$ cat config.mk
export PLATFORM = sky130hd
export DESIGN_NAME = syllable_break_inserter
export DESIGN_NICKNAME = d
export VERILOG_FILES = /design/src/rtl/core/sbi_pkg.sv /design/src/rtl/core/sbi_front.sv /design/src/rtl/core/sbi_queue.sv /design/src/rtl/core/sbi_back.sv /design/src/rtl/core/syllable_break_inserter.sv
export VERILOG_INCLUDE_DIRS = /design/src /design/src/rtl/core
export SDC_FILE = /design/constraint.sdc
export NUM_CORES = 1
export LEC_CHECK = 0
export BUFFER_PORTS_ARGS = -buffer_cell sky130_fd_sc_hd__buf_2
export CORE_AREA = 8 8 154 156
export DETAILED_ROUTE_END_ITERATION = 10
export DIE_AREA = 0 0 162 164
export PLACE_DENSITY = 0.57
export SYNTH_ARGS = -nofsm -noshare
export SYNTH_HDL_FRONTEND = slang
export SYNTH_HIERARCHICAL = 1
export SYNTH_SLANG_ARGS = --single-unit
$ cat constraint.sdc
create_clock -name i_clk -period 7.3 [get_ports i_clk]
set_clock_uncertainty 0.05 [all_clocks]
set_input_delay 1.46 -clock i_clk [delete_from_list [all_inputs] [get_ports i_clk]]
set_output_delay 1.46 -clock i_clk [all_outputs]
set_load 0.005 [all_outputs]
$ cat src/rtl/core/assert_macros.svh
// Assertion macros shared by the RTL of the syllable break inserter.
`ifndef ASSERT_MACROS_SVH
`define ASSERT_MACROS_SVH
`ifndef SYNTHESIS
`define ASSERT_IMPLY(label, clk, rst_n, pre, post) \
    label: assert property (@(posedge clk) disable iff (!rst_n) (pre) |-> (post)) \
        else $error("%m: implication check failed");
`define ASSERT_NEVER(label, clk, rst_n, cond) \
    label: assert property (@(posedge clk) disable iff (!rst_n) !(cond)) \
        else $error("%m: forbidden condition seen");
`define ASSERT_NEXT(label, clk, rst_n, pre, post) \
    label: assert property (@(posedge clk) disable iff (!rst_n) (pre) |=> (post)) \
        else $error("%m: next-cycle check failed");
`else
`define ASSERT_IMPLY(label, clk, rst_n, pre, post)
`define ASSERT_NEVER(label, clk, rst_n, cond)
`define ASSERT_NEXT(label, clk, rst_n, pre, post)
`endif
`endif

$ cat src/rtl/core/sbi_pkg.sv
// Shared types and constants of the syllable break inserter.
package sbi_pkg;

    localparam int BYTE_W   = 8;
    localparam int SEP_MAX  = 8;
    localparam int SEP_W    = SEP_MAX * BYTE_W;
    localparam int LEN_W    = 4;
    localparam int CNT_W    = 4;
    localparam int FLUSH_W  = 2;
    localparam int RUN_W    = 3;

    localparam logic [LEN_W-1:0] SEP_MAX_LEN = LEN_W'(SEP_MAX);
    localparam logic [RUN_W-1:0] RUN_MAX     = '1;
    localparam logic [RUN_W-1:0] RUN_MIN_BRK = RUN_W'(4);

    // Configuration register indexes.
    localparam logic CFG_SEP_BYTES  = 1'b0;
    localparam logic CFG_SEP_LENGTH = 1'b1;

    typedef enum logic [1:0] {
        KIND_VOWEL = 2'd0,
        KIND_CONS  = 2'd1,
        KIND_OTHER = 2'd2
    } t_sbi_kind;

    // One command from front to back: an optional delayed byte, then the
    // separator, then the bytes flushed at the end of the text.
    typedef struct packed {
        logic               lead_v;
        logic [BYTE_W-1:0]  lead_byte;
        logic [LEN_W-1:0]   sep_cnt;
        logic [FLUSH_W-1:0] flush_n;
        logic [BYTE_W-1:0]  flush0;
        logic [BYTE_W-1:0]  flush1;
        logic [CNT_W-1:0]   total;
    } t_sbi_cmd;

endpackage

$ cat src/rtl/core/sbi_front.sv
// Front end: classifies text bytes, tracks the letter run and the delay line.
module sbi_front
    import sbi_pkg::*;
(
    input  logic               i_clk,
    input  logic               i_rst_n,
    input  logic               i_valid,
    input  logic               i_accept,
    input  logic [BYTE_W-1:0]  i_text_byte,
    input  logic               i_in_tail,
    input  logic               i_final_byte,
    input  logic [LEN_W-1:0]   i_sep_length,
    output logic               o_push,
    output t_sbi_cmd           o_cmd
);

    function automatic t_sbi_kind f_kind(input logic [BYTE_W-1:0] b);
        t_sbi_kind k;
        case (b) inside
            8'h00, 8'h84, 8'h96, 8'hA4, 8'hB6, 8'hC3,
            8'h61, 8'h65, 8'h69, 8'h6F, 8'h75, 8'h79,
            8'h41, 8'h45, 8'h49, 8'h4F, 8'h55, 8'h59: k = KIND_VOWEL;
            [8'h61:8'h7A], [8'h41:8'h5A]:             k = KIND_CONS;
            default:                                  k = KIND_OTHER;
        endcase
        return k;
    endfunction

    logic [BYTE_W-1:0]  r_d0, r_d1, n_d0, n_d1;
    logic [1:0]         r_fill, n_fill;
    logic [RUN_W-1:0]   r_run, n_run, run_upd;
    logic [1:0]         r_kinds, n_kinds, kinds_upd;
    t_sbi_kind          kind;
    logic               brk;
    logic [LEN_W-1:0]   sep_len;
    logic [1:0]         fill_upd;
    t_sbi_cmd           cmd;

    always_comb begin
        kind = f_kind(i_text_byte);
        if (kind == KIND_OTHER) begin
            run_upd   = '0;
            kinds_upd = '0;
        end else begin
            run_upd   = (r_run == RUN_MAX) ? r_run : r_run + RUN_W'(1);
            kinds_upd = {r_kinds[0], kind == KIND_CONS};
        end
        brk     = !i_in_tail && (run_upd >= RUN_MIN_BRK) && (kinds_upd == 2'b10);
        sep_len = (i_sep_length > SEP_MAX_LEN) ? SEP_MAX_LEN : i_sep_length;

        // With a full delay line the oldest byte leaves either way; at a break
        // it goes out ahead of the separator.
        n_d0 = r_d0;
        n_d1 = r_d1;
        if (r_fill == 2'd2) begin
            n_d0     = r_d1;
            n_d1     = i_text_byte;
            fill_upd = 2'd2;
        end else if (r_fill == 2'd1) begin
            n_d1     = i_text_byte;
            fill_upd = 2'd2;
        end else begin
            n_d0     = i_text_byte;
            fill_upd = 2'd1;
        end

        cmd.lead_v    = (r_fill == 2'd2);
        cmd.lead_byte = r_d0;
        cmd.sep_cnt   = brk ? sep_len : '0;
        cmd.flush_n   = i_final_byte ? fill_upd : '0;
        cmd.flush0    = n_d0;
        cmd.flush1    = n_d1;
        cmd.total     = CNT_W'(cmd.lead_v) + cmd.sep_cnt + CNT_W'(cmd.flush_n);

        if (i_final_byte) begin
            n_fill  = '0;
            n_run   = '0;
            n_kinds = '0;
        end else begin
            n_fill  = fill_upd;
            n_run   = run_upd;
            n_kinds = kinds_upd;
        end
    end

    always_ff @(posedge i_clk) begin
        if (!i_rst_n) begin
            r_fill  <= '0;
            r_run   <= '0;
            r_kinds <= '0;
        end else if (i_valid && i_accept) begin
            r_fill  <= n_fill;
            r_run   <= n_run;
            r_kinds <= n_kinds;
        end
    end

    always_ff @(posedge i_clk) begin
        if (i_valid && i_accept) begin
            r_d0 <= n_d0;
            r_d1 <= n_d1;
        end
    end

    // Items that produce no output bytes are not queued.
    assign o_push = i_valid && i_accept && (cmd.total != '0);
    assign o_cmd  = cmd;

endmodule

$ cat src/rtl/core/sbi_queue.sv
// Two-entry command queue between the front end and the output sequencer.
module sbi_queue
    import sbi_pkg::*;
(
    input  logic     i_clk,
    input  logic     i_rst_n,
    input  logic     i_push,
    input  t_sbi_cmd i_cmd,
    input  logic     i_pop,
    output logic     o_full,
    output logic     o_valid,
    output t_sbi_cmd o_cmd
);

    `include "assert_macros.svh"

    localparam int Q_DEPTH = 2;
    localparam int Q_PTR_W = 1;
    localparam int Q_CNT_W = 2;

    t_sbi_cmd            r_mem [Q_DEPTH];
    logic [Q_PTR_W-1:0]  r_wr_ptr, r_rd_ptr;
    logic [Q_CNT_W-1:0]  r_count;

    always_ff @(posedge i_clk) begin
        if (!i_rst_n) begin
            r_wr_ptr <= '0;
            r_rd_ptr <= '0;
            r_count  <= '0;
        end else begin
            if (i_push) r_wr_ptr <= r_wr_ptr + Q_PTR_W'(1);
            if (i_pop)  r_rd_ptr <= r_rd_ptr + Q_PTR_W'(1);
            r_count <= r_count + Q_CNT_W'(i_push) - Q_CNT_W'(i_pop);
        end
    end

    always_ff @(posedge i_clk) begin
        if (i_push) r_mem[r_wr_ptr] <= i_cmd;
    end

    assign o_full  = (r_count == Q_CNT_W'(Q_DEPTH));
    assign o_valid = (r_count != '0);
    assign o_cmd   = r_mem[r_rd_ptr];

    `ASSERT_NEVER(a_no_overflow, i_clk, i_rst_n, i_push && o_full)
    `ASSERT_NEVER(a_no_underflow, i_clk, i_rst_n, i_pop && !o_valid)
    `ASSERT_NEVER(a_count_in_range, i_clk, i_rst_n, r_count > Q_CNT_W'(Q_DEPTH))

endmodule

$ cat src/rtl/core/sbi_back.sv
// Back end: walks each command byte by byte into the output register.
module sbi_back
    import sbi_pkg::*;
(
    input  logic               i_clk,
    input  logic               i_rst_n,
    input  logic               i_head_valid,
    input  t_sbi_cmd           i_head,
    input  logic [SEP_W-1:0]   i_sep_bytes,
    output logic               o_pop,
    output logic               o_m_tvalid,
    input  logic               i_m_tready,
    output logic [BYTE_W-1:0]  o_m_tdata,
    output logic               o_m_tlast
);

    `include "assert_macros.svh"

    logic [CNT_W-1:0]   r_pos, n_pos;
    logic               r_m_tvalid, n_m_tvalid;
    logic [BYTE_W-1:0]  r_m_tdata;
    logic               r_m_tlast;
    logic               load, emit, last;
    logic [CNT_W-1:0]   q, rem;
    logic [2:0]         sep_idx;
    logic [BYTE_W-1:0]  cur_byte;

    always_comb begin
        q       = r_pos - CNT_W'(i_head.lead_v);
        rem     = q - i_head.sep_cnt;
        sep_idx = q[2:0];
        if (i_head.lead_v && (r_pos == '0)) begin
            cur_byte = i_head.lead_byte;
        end else if (q < i_head.sep_cnt) begin
            cur_byte = i_sep_bytes[{sep_idx, 3'b000} +: BYTE_W];
        end else begin
            cur_byte = rem[0] ? i_head.flush1 : i_head.flush0;
        end
        last = (r_pos == i_head.total - CNT_W'(1));

        load = !r_m_tvalid || i_m_tready;
        emit = i_head_valid && load;

        n_pos = r_pos;
        if (emit) n_pos = last ? '0 : r_pos + CNT_W'(1);

        if (emit)            n_m_tvalid = 1'b1;
        else if (i_m_tready) n_m_tvalid = 1'b0;
        else                 n_m_tvalid = r_m_tvalid;
    end

    always_ff @(posedge i_clk) begin
        if (!i_rst_n) begin
            r_pos      <= '0;
            r_m_tvalid <= 1'b0;
        end else begin
            r_pos      <= n_pos;
            r_m_tvalid <= n_m_tvalid;
        end
    end

    always_ff @(posedge i_clk) begin
        if (emit) begin
            r_m_tdata <= cur_byte;
            r_m_tlast <= last && (i_head.flush_n != '0);
        end
    end

    assign o_pop      = emit && last;
    assign o_m_tvalid = r_m_tvalid;
    assign o_m_tdata  = r_m_tdata;
    assign o_m_tlast  = r_m_tlast;

    `ASSERT_IMPLY(a_pos_in_range, i_clk, i_rst_n, i_head_valid, r_pos < i_head.total)
    `ASSERT_NEVER(a_pos_idle_zero, i_clk, i_rst_n, !i_head_valid && (r_pos != '0))
    `ASSERT_NEXT(a_tlast_ends_cmd, i_clk, i_rst_n,
        emit && last && (i_head.flush_n != '0), r_pos == '0 && o_m_tlast)

endmodule

$ cat src/rtl/core/syllable_break_inserter.sv
// Syllable break inserter: text stream in, hyphenated text stream out.
//
// Input stream (s_*): one text byte per transfer in s_tdata, s_tuser set when
// the byte lies in the last ten bytes of the text, s_tlast on the last byte.
// Output stream (m_*): one byte per transfer, a text byte or a separator
// byte; m_tlast marks the final output byte of a text.
// Configuration: i_cfg_we writes i_cfg_data to register i_cfg_index
// (0: separator bytes, first byte lowest; 1: separator length, 0 to 8, larger
// values act as 8). Write only while the block is idle.
// The output bytes of a transfer enter the output register from the next edge
// on when nothing is queued ahead and the receiver keeps up; a text byte
// itself leaves with the transfer two bytes later, or in the end-of-text flush.
// Throughput: one input byte per cycle between breaks while the receiver keeps
// up. A break with separator length L puts up to L+1 output bytes into its
// command, the last byte of a text up to two more, eleven at most.
// The two-entry command queue lets input run ahead; s_tready is low while it
// is full, also in a cycle in which the sequencer frees an entry.
// Reset empties the delay line, the letter run and the queue, and loads the
// separator "-" of length one. When the receiver stalls, the output register
// holds its byte, the queue fills and s_tready drops.
module syllable_break_inserter
    import sbi_pkg::*;
(
    input  logic               i_clk,
    input  logic               i_rst_n,
    input  logic               s_tvalid,
    output logic               s_tready,
    input  logic [BYTE_W-1:0]  s_tdata,   // [7:0] text_byte
    input  logic               s_tuser,   // [0] in_tail
    input  logic               s_tlast,
    output logic               m_tvalid,
    input  logic               m_tready,
    output logic [BYTE_W-1:0]  m_tdata,   // [7:0] out_byte
    output logic               m_tlast,
    input  logic               i_cfg_we,
    input  logic               i_cfg_index,
    input  logic [SEP_W-1:0]   i_cfg_data
);

    logic [SEP_W-1:0]  r_sep_bytes;
    logic [LEN_W-1:0]  r_sep_length;
    logic              push, pop, q_full, q_valid;
    t_sbi_cmd          push_cmd, head_cmd;

    always_ff @(posedge i_clk) begin
        if (!i_rst_n) begin
            r_sep_bytes  <= SEP_W'(8'h2D);
            r_sep_length <= LEN_W'(1);
        end else if (i_cfg_we) begin
            unique case (i_cfg_index)
                CFG_SEP_BYTES:  r_sep_bytes  <= i_cfg_data;
                CFG_SEP_LENGTH: r_sep_length <= i_cfg_data[LEN_W-1:0];
                default:        ;
            endcase
        end
    end

    assign s_tready = !q_full;

    sbi_front u_front (
        .i_clk        (i_clk),
        .i_rst_n      (i_rst_n),
        .i_valid      (s_tvalid),
        .i_accept     (s_tready),
        .i_text_byte  (s_tdata),
        .i_in_tail    (s_tuser),
        .i_final_byte (s_tlast),
        .i_sep_length (r_sep_length),
        .o_push       (push),
        .o_cmd        (push_cmd)
    );

    sbi_queue u_queue (
        .i_clk   (i_clk),
        .i_rst_n (i_rst_n),
        .i_push  (push),
        .i_cmd   (push_cmd),
        .i_pop   (pop),
        .o_full  (q_full),
        .o_valid (q_valid),
        .o_cmd   (head_cmd)
    );

    sbi_back u_back (
        .i_clk        (i_clk),
        .i_rst_n      (i_rst_n),
        .i_head_valid (q_valid),
        .i_head       (head_cmd),
        .i_sep_bytes  (r_sep_bytes),
        .o_pop        (pop),
        .o_m_tvalid   (m_tvalid),
        .i_m_tready   (m_tready),
        .o_m_tdata    (m_tdata),
        .o_m_tlast    (m_tlast)
    );

endmodule
-- Word level (Yosys, flattened, before mapping)
Memory sizes are Yosys's and may differ from the RTL's. A register that Yosys moved wholly into a read port is not among the register bits.
Cells that the tools add are included.
- register bits: 108
- memory bits (writable): 70
- output and inout bits: 11
- memories: 1
- memory list (memory ; words ; bits a word ; read ports ; clocked after memory_dff ; write ports ; RTL line ; RTL):
    u_queue.r_mem ; 2 ; 35 ; 1 ; 1 ; 1 ; sbi_queue.sv:21 ; t_sbi_cmd r_mem [Q_DEPTH];
- add/sub/neg operators: 11
- magnitude comparators: 7
- eq/ne operators: 25
- shift operators: 1
- multiplexer cells: 27
- bitwise gates (word level): 1
- reduce and logical (&&, ||, !) cells: 24
- operators by type and width (operator ; count):
    == test 8 x 7 -> 1 bit, second input constant ; 12
    indexed part select 64 x 7 -> 8 bit ; 1
    2-to-1 mux 8 bit ; 7
    == test 8 bit, second input constant ; 5
    OR reduction 18 bit ; 1
    >= comparator 8 x 7 -> 1 bit, second input constant ; 2
    less-or-equal comparator 8 x 7 -> 1 bit, second input constant ; 2
    2-to-1 mux 2 bit ; 7
    2-to-1 mux 4 bit ; 3
    logical AND 1 bit ; 10
    2-to-1 mux 3 bit ; 3
    == test 2 bit, second input constant ; 4
    logical NOT 8 bit ; 1
    2-to-1 mux 1 bit ; 7
    nonzero test 2 bit ; 3
    adder 1 x 4 -> 4 bit ; 1
    adder 4 x 1 -> 4 bit, second input constant ; 1
    adder 4 x 2 -> 4 bit ; 1
    == test 2 x 1 -> 1 bit, second input constant ; 2
    == test 4 bit ; 1
    > comparator 4 bit, second input constant ; 1
    logical NOT 4 bit ; 1
    < comparator 4 bit ; 1
    AND reduction 2 bit ; 2
    other kinds (14) ; 17

-- Logic depth before layout (Yosys ltp)
Gate-level depths: netlist of run 1.
- depth in word-level cells: 17
- gate-level depth with buffers: 15

-- Modules after synthesis
The synthesis of run 1 kept the hierarchy.
- modules (own cells, without submodules) (module ; instances ; cells an instance ; area each (sq um) ; sequential area each (sq um)):
    sbi_queue ; 1 ; 130 ; 2907.8 ; 2202.1
    syllable_break_inserter ; 1 ; 296 ; 2785.2 ; 1361.3
    sbi_back ; 1 ; 136 ; 1599.0 ; 370.4
    sbi_front ; 1 ; 133 ; 1428.9 ; 600.6

-- Least setup slack after synthesis of run 1
No wires, ideal clock.
- path type: in2reg
- start point: input port s_tdata[2]
- end point: memory u_queue/r_mem[0][0] (netlist name), enable pin
- library setup time: 433 ps
- arrival: 5741 ps
- data required time: 6817 ps
- path slack: 1076 ps
- cell stages on the path: 13
- path buffers: 2
- path through: buf_2 xnor2_1 o32ai_1 a2111oi_2 buf_6 nor4b_1 fa_1 fa_1 nor2_1 nand4b_1 nor4_1 nor3b_1 nor2b_1
- RTL lines (item ; RTL line ; RTL):
    start, declared ; syllable_break_inserter.sv:28 ; input logic [BYTE_W-1:0] s_tdata,
    end, declared ; sbi_queue.sv:21 ;

==> results.rst, run 1 <==
.. list-table::
   :header-rows: 1

   * - Metric
     - Value
   * - R2R cell count
     - 11
   * - Die ar.
     - 26600 um^2
   * - Final Instance Area
     - 9760 um^2
   * - Final TNS setup
     - 0 ns
   * - Number of nets in the synthesized netlist
     - 792
   * - Worst Hold End
     - r_sep_bytes[12]
   * - Fraction of post-synthesis cell area in the top cell type by area
     - 32.7%
   * - Share of post-route cells with drive strength above 1
     - 23.7%
   * - Register bit total from synthesis
     - 179
   * - Power share of the sequential group
     - 45.1%
   * - # H-tree levels
     - 4
   * - Number of warnings reported in the yosys synthesis log
     - 6
   * - Clock buffers created by TritonCTS
     - 17
   * - CP Data Arrival Time
     - 5.18 ns
   * - Drt via density
     - 5.09
   * - Final routed DRC violation total
     - 0
   * - Cell area after technology mapping
     - 8720 um^2
   * - Area added between synthesis and finish
     - 11.9%
   * - Quantity of hold-fixing buffers added after cts
     - 0
   * - Outcome
     - finished clean
   * - Pre-CTS WS
     - 1.80 ns
   * - Cell type with the largest total area after synthesis
     - edfxtp_1
   * - Cells taking the most area after synthesis
     - edfxtp_1 (33%), dfxtp_1 (19%), mux2i_1 (9.9%)
   * - Final Critical Period
     - 5.17 ns
   * - Number of synthesized flops with an enable pin
     - 95
   * - Via count of the routed design
     - 5400
   * - Skew-Pair Late Insertion Delay
     - 0.42 ns
   * - Number of clock sinks seen by CTS
     - 179
   * - Count of unique library cells instantiated by Yosys
     - 64
   * - Setup-failing EPs final
     - 0
   * - R2R setup slack
     - 3.18 ns
   * - Cell area after placement
     - 9180 um^2
   * - Most common cell after layout, fill and taps aside
     - nand2_1
   * - Beginning of the worst hold path
     - r_sep_bytes[12]
   * - Length of the first detailed-routing pass in iterations
     - 5
   * - Number of top-level pins
     - 91
   * - Global-route wire length before repair
     - 29800 um
   * - Buffer count from post-CTS setup fixing
     - 0
   * - Core Area
     - 21400 um^2
   * - Routed Antenna Nets
     - 0
   * - FF-to-FF Start
     - u_front/r_run[0]
   * - Largest vdd supply drop
     - 167 uV
   * - Effective utilization at floorplan
     - 40.8%
   * - DRC violation total after the first TritonRoute iteration
     - 361
   * - Mean Syn Cell Area
     - 12.5 um^2
   * - Worst-path fanout max
     - 35
   * - Top achievable clock speed
     - 193 MHz
   * - Period utilization
     - 70.9%
   * - Detailed Route WL
     - 19000 um
   * - Count of instances resized after the clock tree is built
     - 0
   * - Number of nets at the end of the flow
     - 865
   * - Crit. End Element
     - flop
   * - Worst Hold Path Cells
     - 2
   * - Sw Ratio
     - 27.9%
   * - Half-perimeter wire length after placement
     - 13600 um
   * - Portion of total power attributed to the clock network
     - 33.6%
   * - GRT Util Overall
     - 14.5%
   * - Worst hold margin
     - 0.405 ns
   * - Cell row count
     - 54
   * - Min-Delay Path Class
     - reg2reg
   * - Setup repair after global routing missed its margin
     - no
   * - Power density of the placed cells
     - 275 nW/um^2
   * - Final critical-path setup slack
     - 2.13 ns
   * - Number of pins exceeding their max-slew limit in the final report
     - 0
   * - Capture instance of the worst register-to-register path
     - u_queue/r_mem[1][24]
   * - Worst Setup Path Type
     - in2reg
   * - Initial antenna violation count
     - 0
   * - Pint
     - 1.94 mW
   * - Slew at the pin closest to its max-slew limit
     - 1.09 ns
   * - Commonest cells after routing, fill and taps aside
     - nand2_1 (137), edfxtp_1 (95), buf_2 (89)
   * - Number of antenna diodes
     - 0
   * - CTS tree
     - done
   * - Combinational share of power
     - 21.3%
   * - Synth async-reset ratio
     - 0%
   * - Root buffer cell
     - clkbuf_16
   * - Worst slew margin relative to its limit
     - 27.2%
   * - Global-route congestion overflow total
     - 0
   * - Maximum capacitance violations
     - 0
   * - Die Ht
     - 164 um
   * - Leakage
     - 3.79 nW
   * - Switching power
     - 748 uW
   * - Max Buffers Root-to-Sink
     - 2
   * - Port Buf Inserts
     - 90
   * - Number of hold violations in the final report
     - 0
   * - Via count of the first global-routing pass
     - 5534
   * - Placer's final routability congestion estimate
     - 0.771
   * - Count of mapped cells out of synthesis
     - 695
   * - Startpoint class of the critical path
     - primary input
   * - Largest net degree at the start of global routing
     - 93
   * - Sequential element share of the synthesized area
     - 52.0%
   * - CTS clk-pin slew, worst paths
     - 0.06 ns
   * - Most instantiated flip-flop cell in the synthesis netlist
     - edfxtp_1
   * - Die extent in x
     - 162 um
   * - Detail-routed net length per standard cell
     - 17.9 um
   * - Data required, critical path
     - 7.31 ns
==> synthesized netlist by cell type, types with 5 or more instances <==
master,instances
xnor2_1,7
buf_12,10
mux2_4,30
inv_1,24
o21ai_1,7
mux4_2,11
nand3_1,7
and2_1,7
buf_2,17
mux4_1,5
nand4_1,10
nand2_1,137
mux2_1,8
o211ai_1,13
xor2_1,6
mux2_2,5
nand3b_1,6
edfxtp_1,95
a21oi_1,6
clkbuf_1,8
buf_6,6
nor3_1,5
nor2b_1,10
ha_1,15
nor3b_1,7
nor2_1,8
mux2i_1,86
dfxtp_1,84
o211a_1,7
==> stage by stage <==
step	cells	total power [mW]	util, %
after floorplan	695	1.66	-
after global placement	1029	1.81	43.0
after detailed placement	1029	1.82	43.0
after CTS	1061	2.72	45.7
after global routing	1061	2.81	45.7
final	1061	2.69	45.7
==> cell type report <==
| type | instances | area (um^2) |
|---|---|---|
| clock buffers | 19 | 433 |
| clock inverters | 13 | 148 |
| well taps | 280 | 350 |
| inverters | 24 | 90.1 |
| repair buffers | 97 | 505 |
| multi-input cells | 449 | 3700 |
| flip-flops and latches | 179 | 4540 |
| fillers | 1988 | 11600 |
==> layer usage <==
metal,wire (um),share of wire (%),track usage [%]
met1,8590,45,18.3
met3,720,3.8,3.71
met2,9430,50,24.2
met4,210,1.1,4.46
met5,0,0,0
==> worst max-delay path by stage <==
stage	start	endpoint	slack [ns]
5_1_grt	s_tdata[1]	u_queue/r_mem[1][24]	1.98
4_1_cts	s_tdata[2]	u_queue/r_mem[0][24]	2.25
3_3_place_gp	s_tdata[2]	u_queue/r_mem[0][5]	1.99
6_report	s_tdata[2]	u_queue/r_mem[1][24]	2.13
3_5_place_dp	s_tdata[2]	u_queue/r_mem[0][6]	1.80
2_1_floorplan	s_tdata[2]	u_queue/r_mem[0][0]	1.08
==> cells by family after synthesis <==
group                      count (synthesis)  share of synthesized area (%)
xor gates and xnor gates                  15                           1.88
AOI/OAI and AO/OA                         58                           5.11
buffers and inverters                     67                           5.64
DFF                                      179                           52.0
adders and majority gates                 17                           2.61
muxes                                    145                           21.1
and+or+nand+nor                          214                           11.7
==> state kept, by name, indices dropped and copies added (netlist names), 2 cells and up, named ones only <==
register          cells
u_back/o_m_tdata      8
u_queue/r_mem        70
u_back/r_pos          4
u_front/r_d1          8
r_sep_bytes          64
r_sep_length          4
u_front/r_fill        2
u_front/r_d0          8
u_queue/r_count       2
u_front/r_run         3
==> power groups by stage <==
stage               combinational (mW)  sequential (mW)  clock, mW
floorplan                        0.441             1.22          0
global placement                 0.576             1.23          0
detailed placement               0.586             1.23          0
CTS                              0.587             1.21      0.923
global route                     0.628             1.22      0.965
finish                           0.573             1.21      0.902
==> critical path, cell delays in order <==
cell and delay, ns:
buf_2 0.16, xnor2_1 0.24, o32ai_1 0.15, a2111oi_2 0.41, buf_4 0.28, nor4b_1 0.12
fa_1 0.48, fa_1 0.56, nor2_1 0.06, nand4b_1 0.10, nor4_1 0.06, nor3b_1 0.43
and2_1 0.21, buf_4 0.42
(Power assumes the default switching activity.)
==> inputs of run 2 (changes only) <==
--- a/config.mk
+++ b/config.mk
@@ -6,11 +6,12 @@
 export SDC_FILE = /design/constraint.sdc
 export NUM_CORES = 1
 export LEC_CHECK = 0
+export ABC_AREA = 1
 export BUFFER_PORTS_ARGS = -buffer_cell sky130_fd_sc_hd__buf_2
-export CORE_AREA = 8 8 154 156
+export CORE_AREA = 8 8 155 157
 export DETAILED_ROUTE_END_ITERATION = 10
-export DIE_AREA = 0 0 162 164
-export PLACE_DENSITY = 0.57
+export DIE_AREA = 0 0 163 165
+export PLACE_DENSITY = 0.6
 export SYNTH_ARGS = -nofsm -noshare
 export SYNTH_HDL_FRONTEND = slang
 export SYNTH_HIERARCHICAL = 1
==> constraint.sdc (replaced) <==
create_clock -name i_clk -period 4.45 [get_ports i_clk]
set_clock_uncertainty 0.05 [all_clocks]
set_input_delay 0.89 -clock i_clk [delete_from_list [all_inputs] [get_ports i_clk]]
set_output_delay 0.89 -clock i_clk [all_outputs]
set_load 0.005 [all_outputs]
==> run 2 against run 1 <==
Final cell count grew 35%. Clock-buffer cell count shrank 1. Core utilization grew 1.3 points. Sequential power grew 64%. Via count grew 26%. First-iteration DRC count grew 25%. Non-clock buffer count grew 2. Clock power grew 61%. Highest routed layer unchanged.
==> results.rst, run 2 <==
.. list-table::
   :header-rows: 1

   * - Metric
     - Value
   * - Outcome
     - finished clean
   * - Mean Syn Cell Area
     - 8.38 um^2
   * - Share of post-route cells with drive strength above 1
     - 15.8%
   * - Final critical-path setup slack
     - 0.930 ns
   * - Area added between synthesis and finish
     - 12.9%
   * - Layout Utilization
     - 47.0%
   * - DRC violation total after the first TritonRoute iteration
     - 451
   * - Die extent in x
     - 163 um
   * - # H-tree levels
     - 4
   * - Worst Setup Path Type
     - in2reg
   * - CTS tree
     - done
   * - Worst slew margin relative to its limit
     - 31.3%
   * - Detail-routed net length per standard cell
     - 13.8 um
   * - Setup-failing EPs final
     - 0
   * - Skew-Pair Late Insertion Delay
     - 0.43 ns
   * - Largest vdd supply drop
     - 282 uV
   * - Number of pins exceeding their max-slew limit in the final report
     - 0
   * - Leakage
     - 4.70 nW
   * - Number of top-level pins
     - 91
   * - Pre-CTS WS
     - 0.498 ns
   * - Synth async-reset ratio
     - 0%
   * - Final routed DRC violation total
     - 0
   * - Length of the first detailed-routing pass in iterations
     - 5
   * - Count of instances resized after the clock tree is built
     - 0
   * - Most common cell after layout, fill and taps aside
     - nand2_1
   * - Fraction of post-synthesis cell area in the top cell type by area
     - 31.9%
   * - Worst-path fanout max
     - 35
   * - Area taken by flip-flops and latches
     - 4540 um^2
   * - Die ar.
     - 26900 um^2
   * - Crit. End Element
     - flop
   * - Detailed Route WL
     - 19700 um
   * - Routed Antenna Nets
     - 0
   * - Quantity of hold-fixing buffers added after cts
     - 0
   * - Register bit total from synthesis
     - 179
   * - Final TNS setup
     - 0 ns
   * - Min-Delay Path Class
     - reg2reg
   * - Port Buf Inserts
     - 90
   * - Startpoint class of the critical path
     - primary input
   * - Commonest cells after routing, fill and taps aside
     - nand2_1 (283), nor2_1 (175), inv_1 (129)
   * - Power consumption
     - 4.50 mW
   * - Largest reg by FF count
     - u_queue/r_mem
   * - Effective utilization at floorplan
     - 41.6%
   * - CTS clk-pin slew, worst paths
     - 0.06 ns
   * - Sequential element share of the synthesized area
     - 50.7%
   * - Cell area after technology mapping
     - 8950 um^2
   * - Max reg flops
     - 70
   * - Count of mapped cells out of synthesis
     - 1067
   * - Clock buffers created by TritonCTS
     - 17
   * - Final Critical Period
     - 3.52 ns
   * - Cells taking the most area after synthesis
     - edfxtp_1 (32%), dfxtp_1 (19%), nand2_1 (12%)
   * - Number of hold violations in the final report
     - 0
   * - Fillers
     - 2114
   * - Number of synthesized flops with an enable pin
     - 95
   * - Count of unique library cells instantiated by Yosys
     - 38
   * - Data required, critical path
     - 4.52 ns
   * - Placer's final routability congestion estimate
     - 0.795
   * - Maximum capacitance violations
     - 0
   * - Number of antenna diodes
     - 0
   * - Drt via density
     - 4.74
   * - Number of nets in the synthesized netlist
     - 1164
   * - Largest net degree at the start of global routing
     - 67
   * - Max Buffers Root-to-Sink
     - 2
   * - Buffer count from post-CTS setup fixing
     - 0
   * - CP Data Arrival Time
     - 3.59 ns
   * - Top achievable clock speed
     - 284 MHz
   * - Cell row count
     - 54
   * - Period utilization
     - 79.1%
   * - Setup repair after global routing missed its margin
     - no
   * - Number of clock sinks seen by CTS
     - 179
   * - List of most frequent post-synthesis cells
     - nand2_1 (283), nor2_1 (176), inv_1 (129)
   * - Cell type with the largest total area after synthesis
     - edfxtp_1
   * - Number of nets at the end of the flow
     - 1235
   * - Via count of the routed design
     - 6785
   * - Die Ht
     - 165 um
   * - Core Area
     - 21500 um^2
   * - Number of warnings reported in the yosys synthesis log
     - 6
   * - Root buffer cell
     - clkbuf_16
   * - Global-route congestion overflow total
     - 0
   * - GRT Util Overall
     - 14.7%
   * - Placed instance count
     - 1399
   * - Number of standard cells in the final layout excluding fillers
     - 1431
   * - Initial antenna violation count
     - 0
   * - Slew at the pin closest to its max-slew limit
     - 1.03 ns
   * - Power density of the placed cells
     - 445 nW/um^2
   * - Most instantiated flip-flop cell in the synthesis netlist
     - edfxtp_1
   * - Global-route wire length before repair
     - 31600 um
   * - Half-perimeter wire length after placement
     - 14000 um
   * - Dominant cell by count in the synthesized netlist
     - nand2_1
   * - Via count of the first global-routing pass
     - 6335
   * - Area of combinational cells with multiple inputs
     - 3590 um^2
   * - Registers with the highest flip-flop counts
     - u_queue/r_mem (70), r_sep_bytes (64)
-- run 2: area by class of cell --
type / count / share of cell area, %
Tap cell: 280 / 3.47
Clock buffer: 18 / 4.25
Sequential cell: 179 / 44.9
Clock inverter: 14 / 1.34
Timing Repair Buffer: 99 / 5.38
Inverter: 139 / 5.17
Multi-Input combinational cell: 702 / 35.5
-- run 2: per-layer routing --
layer / vias to the layer above / routed length, um / GRT usage (%)
li1: 3525 / - / -
met2: 132 / 9230 / 24.2
met3: 13 / 1040 / 3.54
met4: 0 / 229 / 4.25
met1: 3115 / 9180 / 19.0
met5: - / 0 / 0
-- run 2: cells by family (layout without fill, tap and decap cells) --
family / count (synthesis) / after routing / share of synthesized area [%]
xor+xnor: 6 / 6 / 0.671
flops: 179 / 179 / 50.7
compound gates: 66 / 66 / 4.27
fa+ha+maj: 17 / 17 / 2.55
mux: 44 / 44 / 6.69
simple gates: 569 / 569 / 25.8
buf+inv: 186 / 270 / 9.31
-- run 2: path summary, 6_finish.rpt --
check	from	slack, ns	to	depth (start not counted)
worst min-delay path	r_sep_bytes[2]	0.41	r_sep_bytes[2]	2
worst max register to register	u_queue/r_mem[0][34]	1.19	u_back/o_m_tdata[5]	14
worst max-delay path	s_tdata[4]	0.93	u_queue/r_mem[0][12]	20
worst min register to register	r_sep_bytes[2]	0.41	r_sep_bytes[2]	2
-- run 2: where the power goes --
group	switching, mW	internal, mW
clock	0.623	0.823
sequential	0.0639	1.92
combinational	0.684	0.378
-- run 2: critical path: stages --
cell,delay [ns]
buf_2,0.16
inv_2,0.06
nand2_1,0.08
nor2_1,0.05
nand2_1,0.06
nand2_1,0.08
nor2_4,0.10
nand2_4,0.08
nand2_1,0.09
nor2_1,0.08
fa_1,0.44
fa_1,0.42
inv_1,0.07
nand4_1,0.10
nand2_2,0.11
nor2_1,0.05
nor2_1,0.21
inv_1,0.08
nor2_2,0.13
buf_12,0.22
-- run 2: metrics by stage --
stage	hold WS, ns	cell area, um^2
after floorplan	0.379	8950
after global placement	0.393	9540
after detailed placement	0.393	9540
after CTS	0.409	10100
after global routing	0.441	10100
final	0.407	10100
==> inputs of run 3 (changes only) <==
==> constraint.sdc (replaced) <==
create_clock -name i_clk -period 3.1 [get_ports i_clk]
set_clock_uncertainty 0.05 [all_clocks]
set_input_delay 0.62 -clock i_clk [delete_from_list [all_inputs] [get_ports i_clk]]
set_output_delay 0.62 -clock i_clk [all_outputs]
set_load 0.005 [all_outputs]
==> run 3 against run 2 <==
Clock-buffer cell count decreased by 1. First-iteration DRC count decreased by 24%. Hold slack improved by 0.0089 ns. Sequential share of layout area decreased by 2.1 points. Non-clock buffer count increased by 31. Core utilization increased by 2.3 points. Routed wire length decreased by 0.13%. Combinational power increased by 49%. Via count increased by 0.85%. Worst setup slack got worse by 0.80 ns. Cell area increased by 4.9%. Largest power group unchanged.
==> results.rst, run 3 (synthesis gave the netlist of run 2 again) <==
.. list-table::
   :header-rows: 1

   * - Metric
     - Value
   * - Leakage
     - 4.91 nW
   * - Number of antenna diodes
     - 0
   * - Detail-routed net length per standard cell
     - 13.4 um
   * - Drt via density
     - 4.68
   * - Number of pins exceeding their max-slew limit in the final report
     - 0
   * - Worst slew margin relative to its limit
     - 41.3%
   * - Number of standard cells in the final layout excluding fillers
     - 1462
   * - Slew at the pin closest to its max-slew limit
     - 0.880 ns
   * - Half-perimeter wire length after placement
     - 14400 um
   * - Share of post-route cells with drive strength above 1
     - 21.1%
   * - Max Buffers Root-to-Sink
     - 2
   * - Startpoint class of the critical path
     - primary input
   * - Largest net degree at the start of global routing
     - 61
   * - # H-tree levels
     - 4
   * - Die Ht
     - 165 um
   * - Worst-path fanout max
     - 35
   * - Effective utilization at floorplan
     - 41.6%
   * - Length of the first detailed-routing pass in iterations
     - 5
   * - Met1 usage
     - 18.6%
   * - Via count of the routed design
     - 6843
   * - Port Buf Inserts
     - 90
   * - Worst Hold End
     - u_front/r_kinds[0]
   * - Number of clock sinks seen by CTS
     - 179
   * - Max reg flops
     - 70
   * - Quantity of hold-fixing buffers added after cts
     - 0
   * - Number of nets at the end of the flow
     - 1266
   * - Power density of the placed cells
     - 632 nW/um^2
   * - Core Area
     - 21500 um^2
   * - GRT Util Overall
     - 15.0%
   * - CP Data Arrival Time
     - 3.04 ns
   * - Placer's final routability congestion estimate
     - 0.784
   * - Initial antenna violation count
     - 0
   * - Outcome
     - finished clean
   * - Detailed Route WL
     - 19700 um
   * - Global-route congestion overflow total
     - 0
   * - Setup-failing EPs final
     - 0
   * - Layout Utilization
     - 49.3%
   * - Data required, critical path
     - 3.16 ns
   * - Fillers
     - 2101
   * - R2R cell count
     - 13
   * - Global-route wire length before repair
     - 32200 um
   * - Number of top-level pins
     - 91
   * - Power consumption
     - 6.69 mW
   * - Largest reg by FF count
     - u_queue/r_mem
   * - Die ar.
     - 26900 um^2
   * - Capture instance of the worst register-to-register path
     - u_queue/r_mem[0][31]
   * - CTS clk-pin slew, worst paths
     - 0.07 ns
   * - Number of hold violations in the final report
     - 0
   * - Met2 routing resource usage after global routing
     - 25.9%
   * - Final TNS setup
     - 0 ns
   * - Worst Hold Path Cells
     - 2
   * - Top achievable clock speed
     - 336 MHz
   * - Highest-utilization routing layer at the global route stage
     - met2
   * - Final Critical Period
     - 2.97 ns
   * - Maximum capacitance violations
     - 0
   * - Setup repair after global routing missed its margin
     - no
   * - Min-Delay Path Class
     - reg2reg
   * - Worst hold margin
     - 0.416 ns
   * - Commonest cells after routing, fill and taps aside
     - nand2_1 (275), nor2_1 (171), inv_1 (120)
   * - Worst Setup Path Type
     - in2reg
   * - Most common cell after layout, fill and taps aside
     - nand2_1
   * - CTS tree
     - done
   * - FF-to-FF Start
     - u_front/r_fill[0]
   * - Cell row count
     - 54
   * - Crit. End Element
     - flop
   * - Registers with the highest flip-flop counts
     - u_queue/r_mem (70), r_sep_bytes (64)
   * - Placed instance count
     - 1427
   * - Clock buffers created by TritonCTS
     - 17
   * - DRC violation total after the first TritonRoute iteration
     - 341
   * - Final routed DRC violation total
     - 0
   * - Area added between synthesis and finish
     - 18.4%
   * - Largest vdd supply drop
     - 374 uV
   * - Beginning of the worst hold path
     - u_front/r_kinds[0]
   * - Die extent in x
     - 163 um
   * - Skew-Pair Late Insertion Delay
     - 0.42 ns
   * - Root buffer cell
     - clkbuf_16
   * - Routed Antenna Nets
     - 0
   * - Met3 demand-to-capacity share in global routing
     - 3.36%
   * - Period utilization
     - 95.9%
   * - R2R setup slack
     - 0.19 ns
   * - Via count of the first global-routing pass
     - 6488
==> run 3: cell count changes in the layout (fill, tap and decap cells not counted), sizes merged <==
cell      change
buf          +30
clkinvlp      +3
clkinv        -4
bufinv        +2
==> run 3: through the flow <==
step,setup WS [ns],area (um^2)
4_1_cts,0.0551,10500
3_5_place_dp,-0.398,9900
5_1_grt,0.00269,10600
6_report,0.128,10600
2_1_floorplan,-0.298,9070
3_3_place_gp,-0.325,9900
==> run 3: per-layer routing <==
metal  vias to the layer above  routed length [um]
li1                       3591                   -
met1                      3106                8820
met2                       134                9650
met3                        12                 984
met4                         0                 196
met5                         -                   0
==> run 3: worst max-delay path by stage <==
stage / startpoint / end / slack (ns) / cells past startpoint
floorplan: s_tdata[3] / u_queue/r_mem[0][0] / -0.30 / 18
global placement: s_tdata[3] / u_queue/r_mem[0][9] / -0.32 / 19
detailed placement: s_tdata[3] / u_queue/r_mem[1][9] / -0.40 / 19
CTS: s_tdata[3] / u_queue/r_mem[1][15] / 0.06 / 19
global route: s_tdata[1] / u_queue/r_count[1] / 0.003 / 24
finish: s_tdata[1] / u_queue/r_mem[0][31] / 0.13 / 20
==> run 3: power by group <==
part	leakage, nW	internal (mW)	switching, mW	total (mW)
combinational	3.04	0.601	0.980	1.58
clock	0.296	1.36	0.896	2.25
sequential	1.58	2.76	0.0952	2.86
total	4.91	4.72	1.97	6.69
==> run 3: repair_timing <==
item | in CTS | in global routing
buffers inserted | 0 | 3
hold endpoints to repair | 0 | 0
gates resized for setup | 0 | 20
setup endpoints to repair | 0 | 71
==> run 3: area by class of cell <==
class / instances / area [um^2] / share of cell area [%]
inverter: 139 / 564 / 5.33
clock inverter: 15 / 203 / 1.91
multi-input combinational: 702 / 3690 / 34.8
clock buffer: 17 / 425 / 4.02
tap: 280 / 350 / 3.31
timing repair buffer: 130 / 821 / 7.75
sequential: 179 / 4540 / 42.8
==> run 3: critical path: stages <==
cell	delay (ns)
buf_4	0.14
nand2_4	0.08
inv_2	0.03
nand2_1	0.05
nand2_1	0.05
nand2_1	0.06
nand2_1	0.06
inv_2	0.06
nand2_4	0.06
nand2_4	0.07
nor2_4	0.04
fa_2	0.41
fa_2	0.59
nor2_1	0.05
nand3_1	0.06
nor2_1	0.06
nor2_2	0.13
inv_2	0.06
nor2_4	0.12
buf_12	0.22
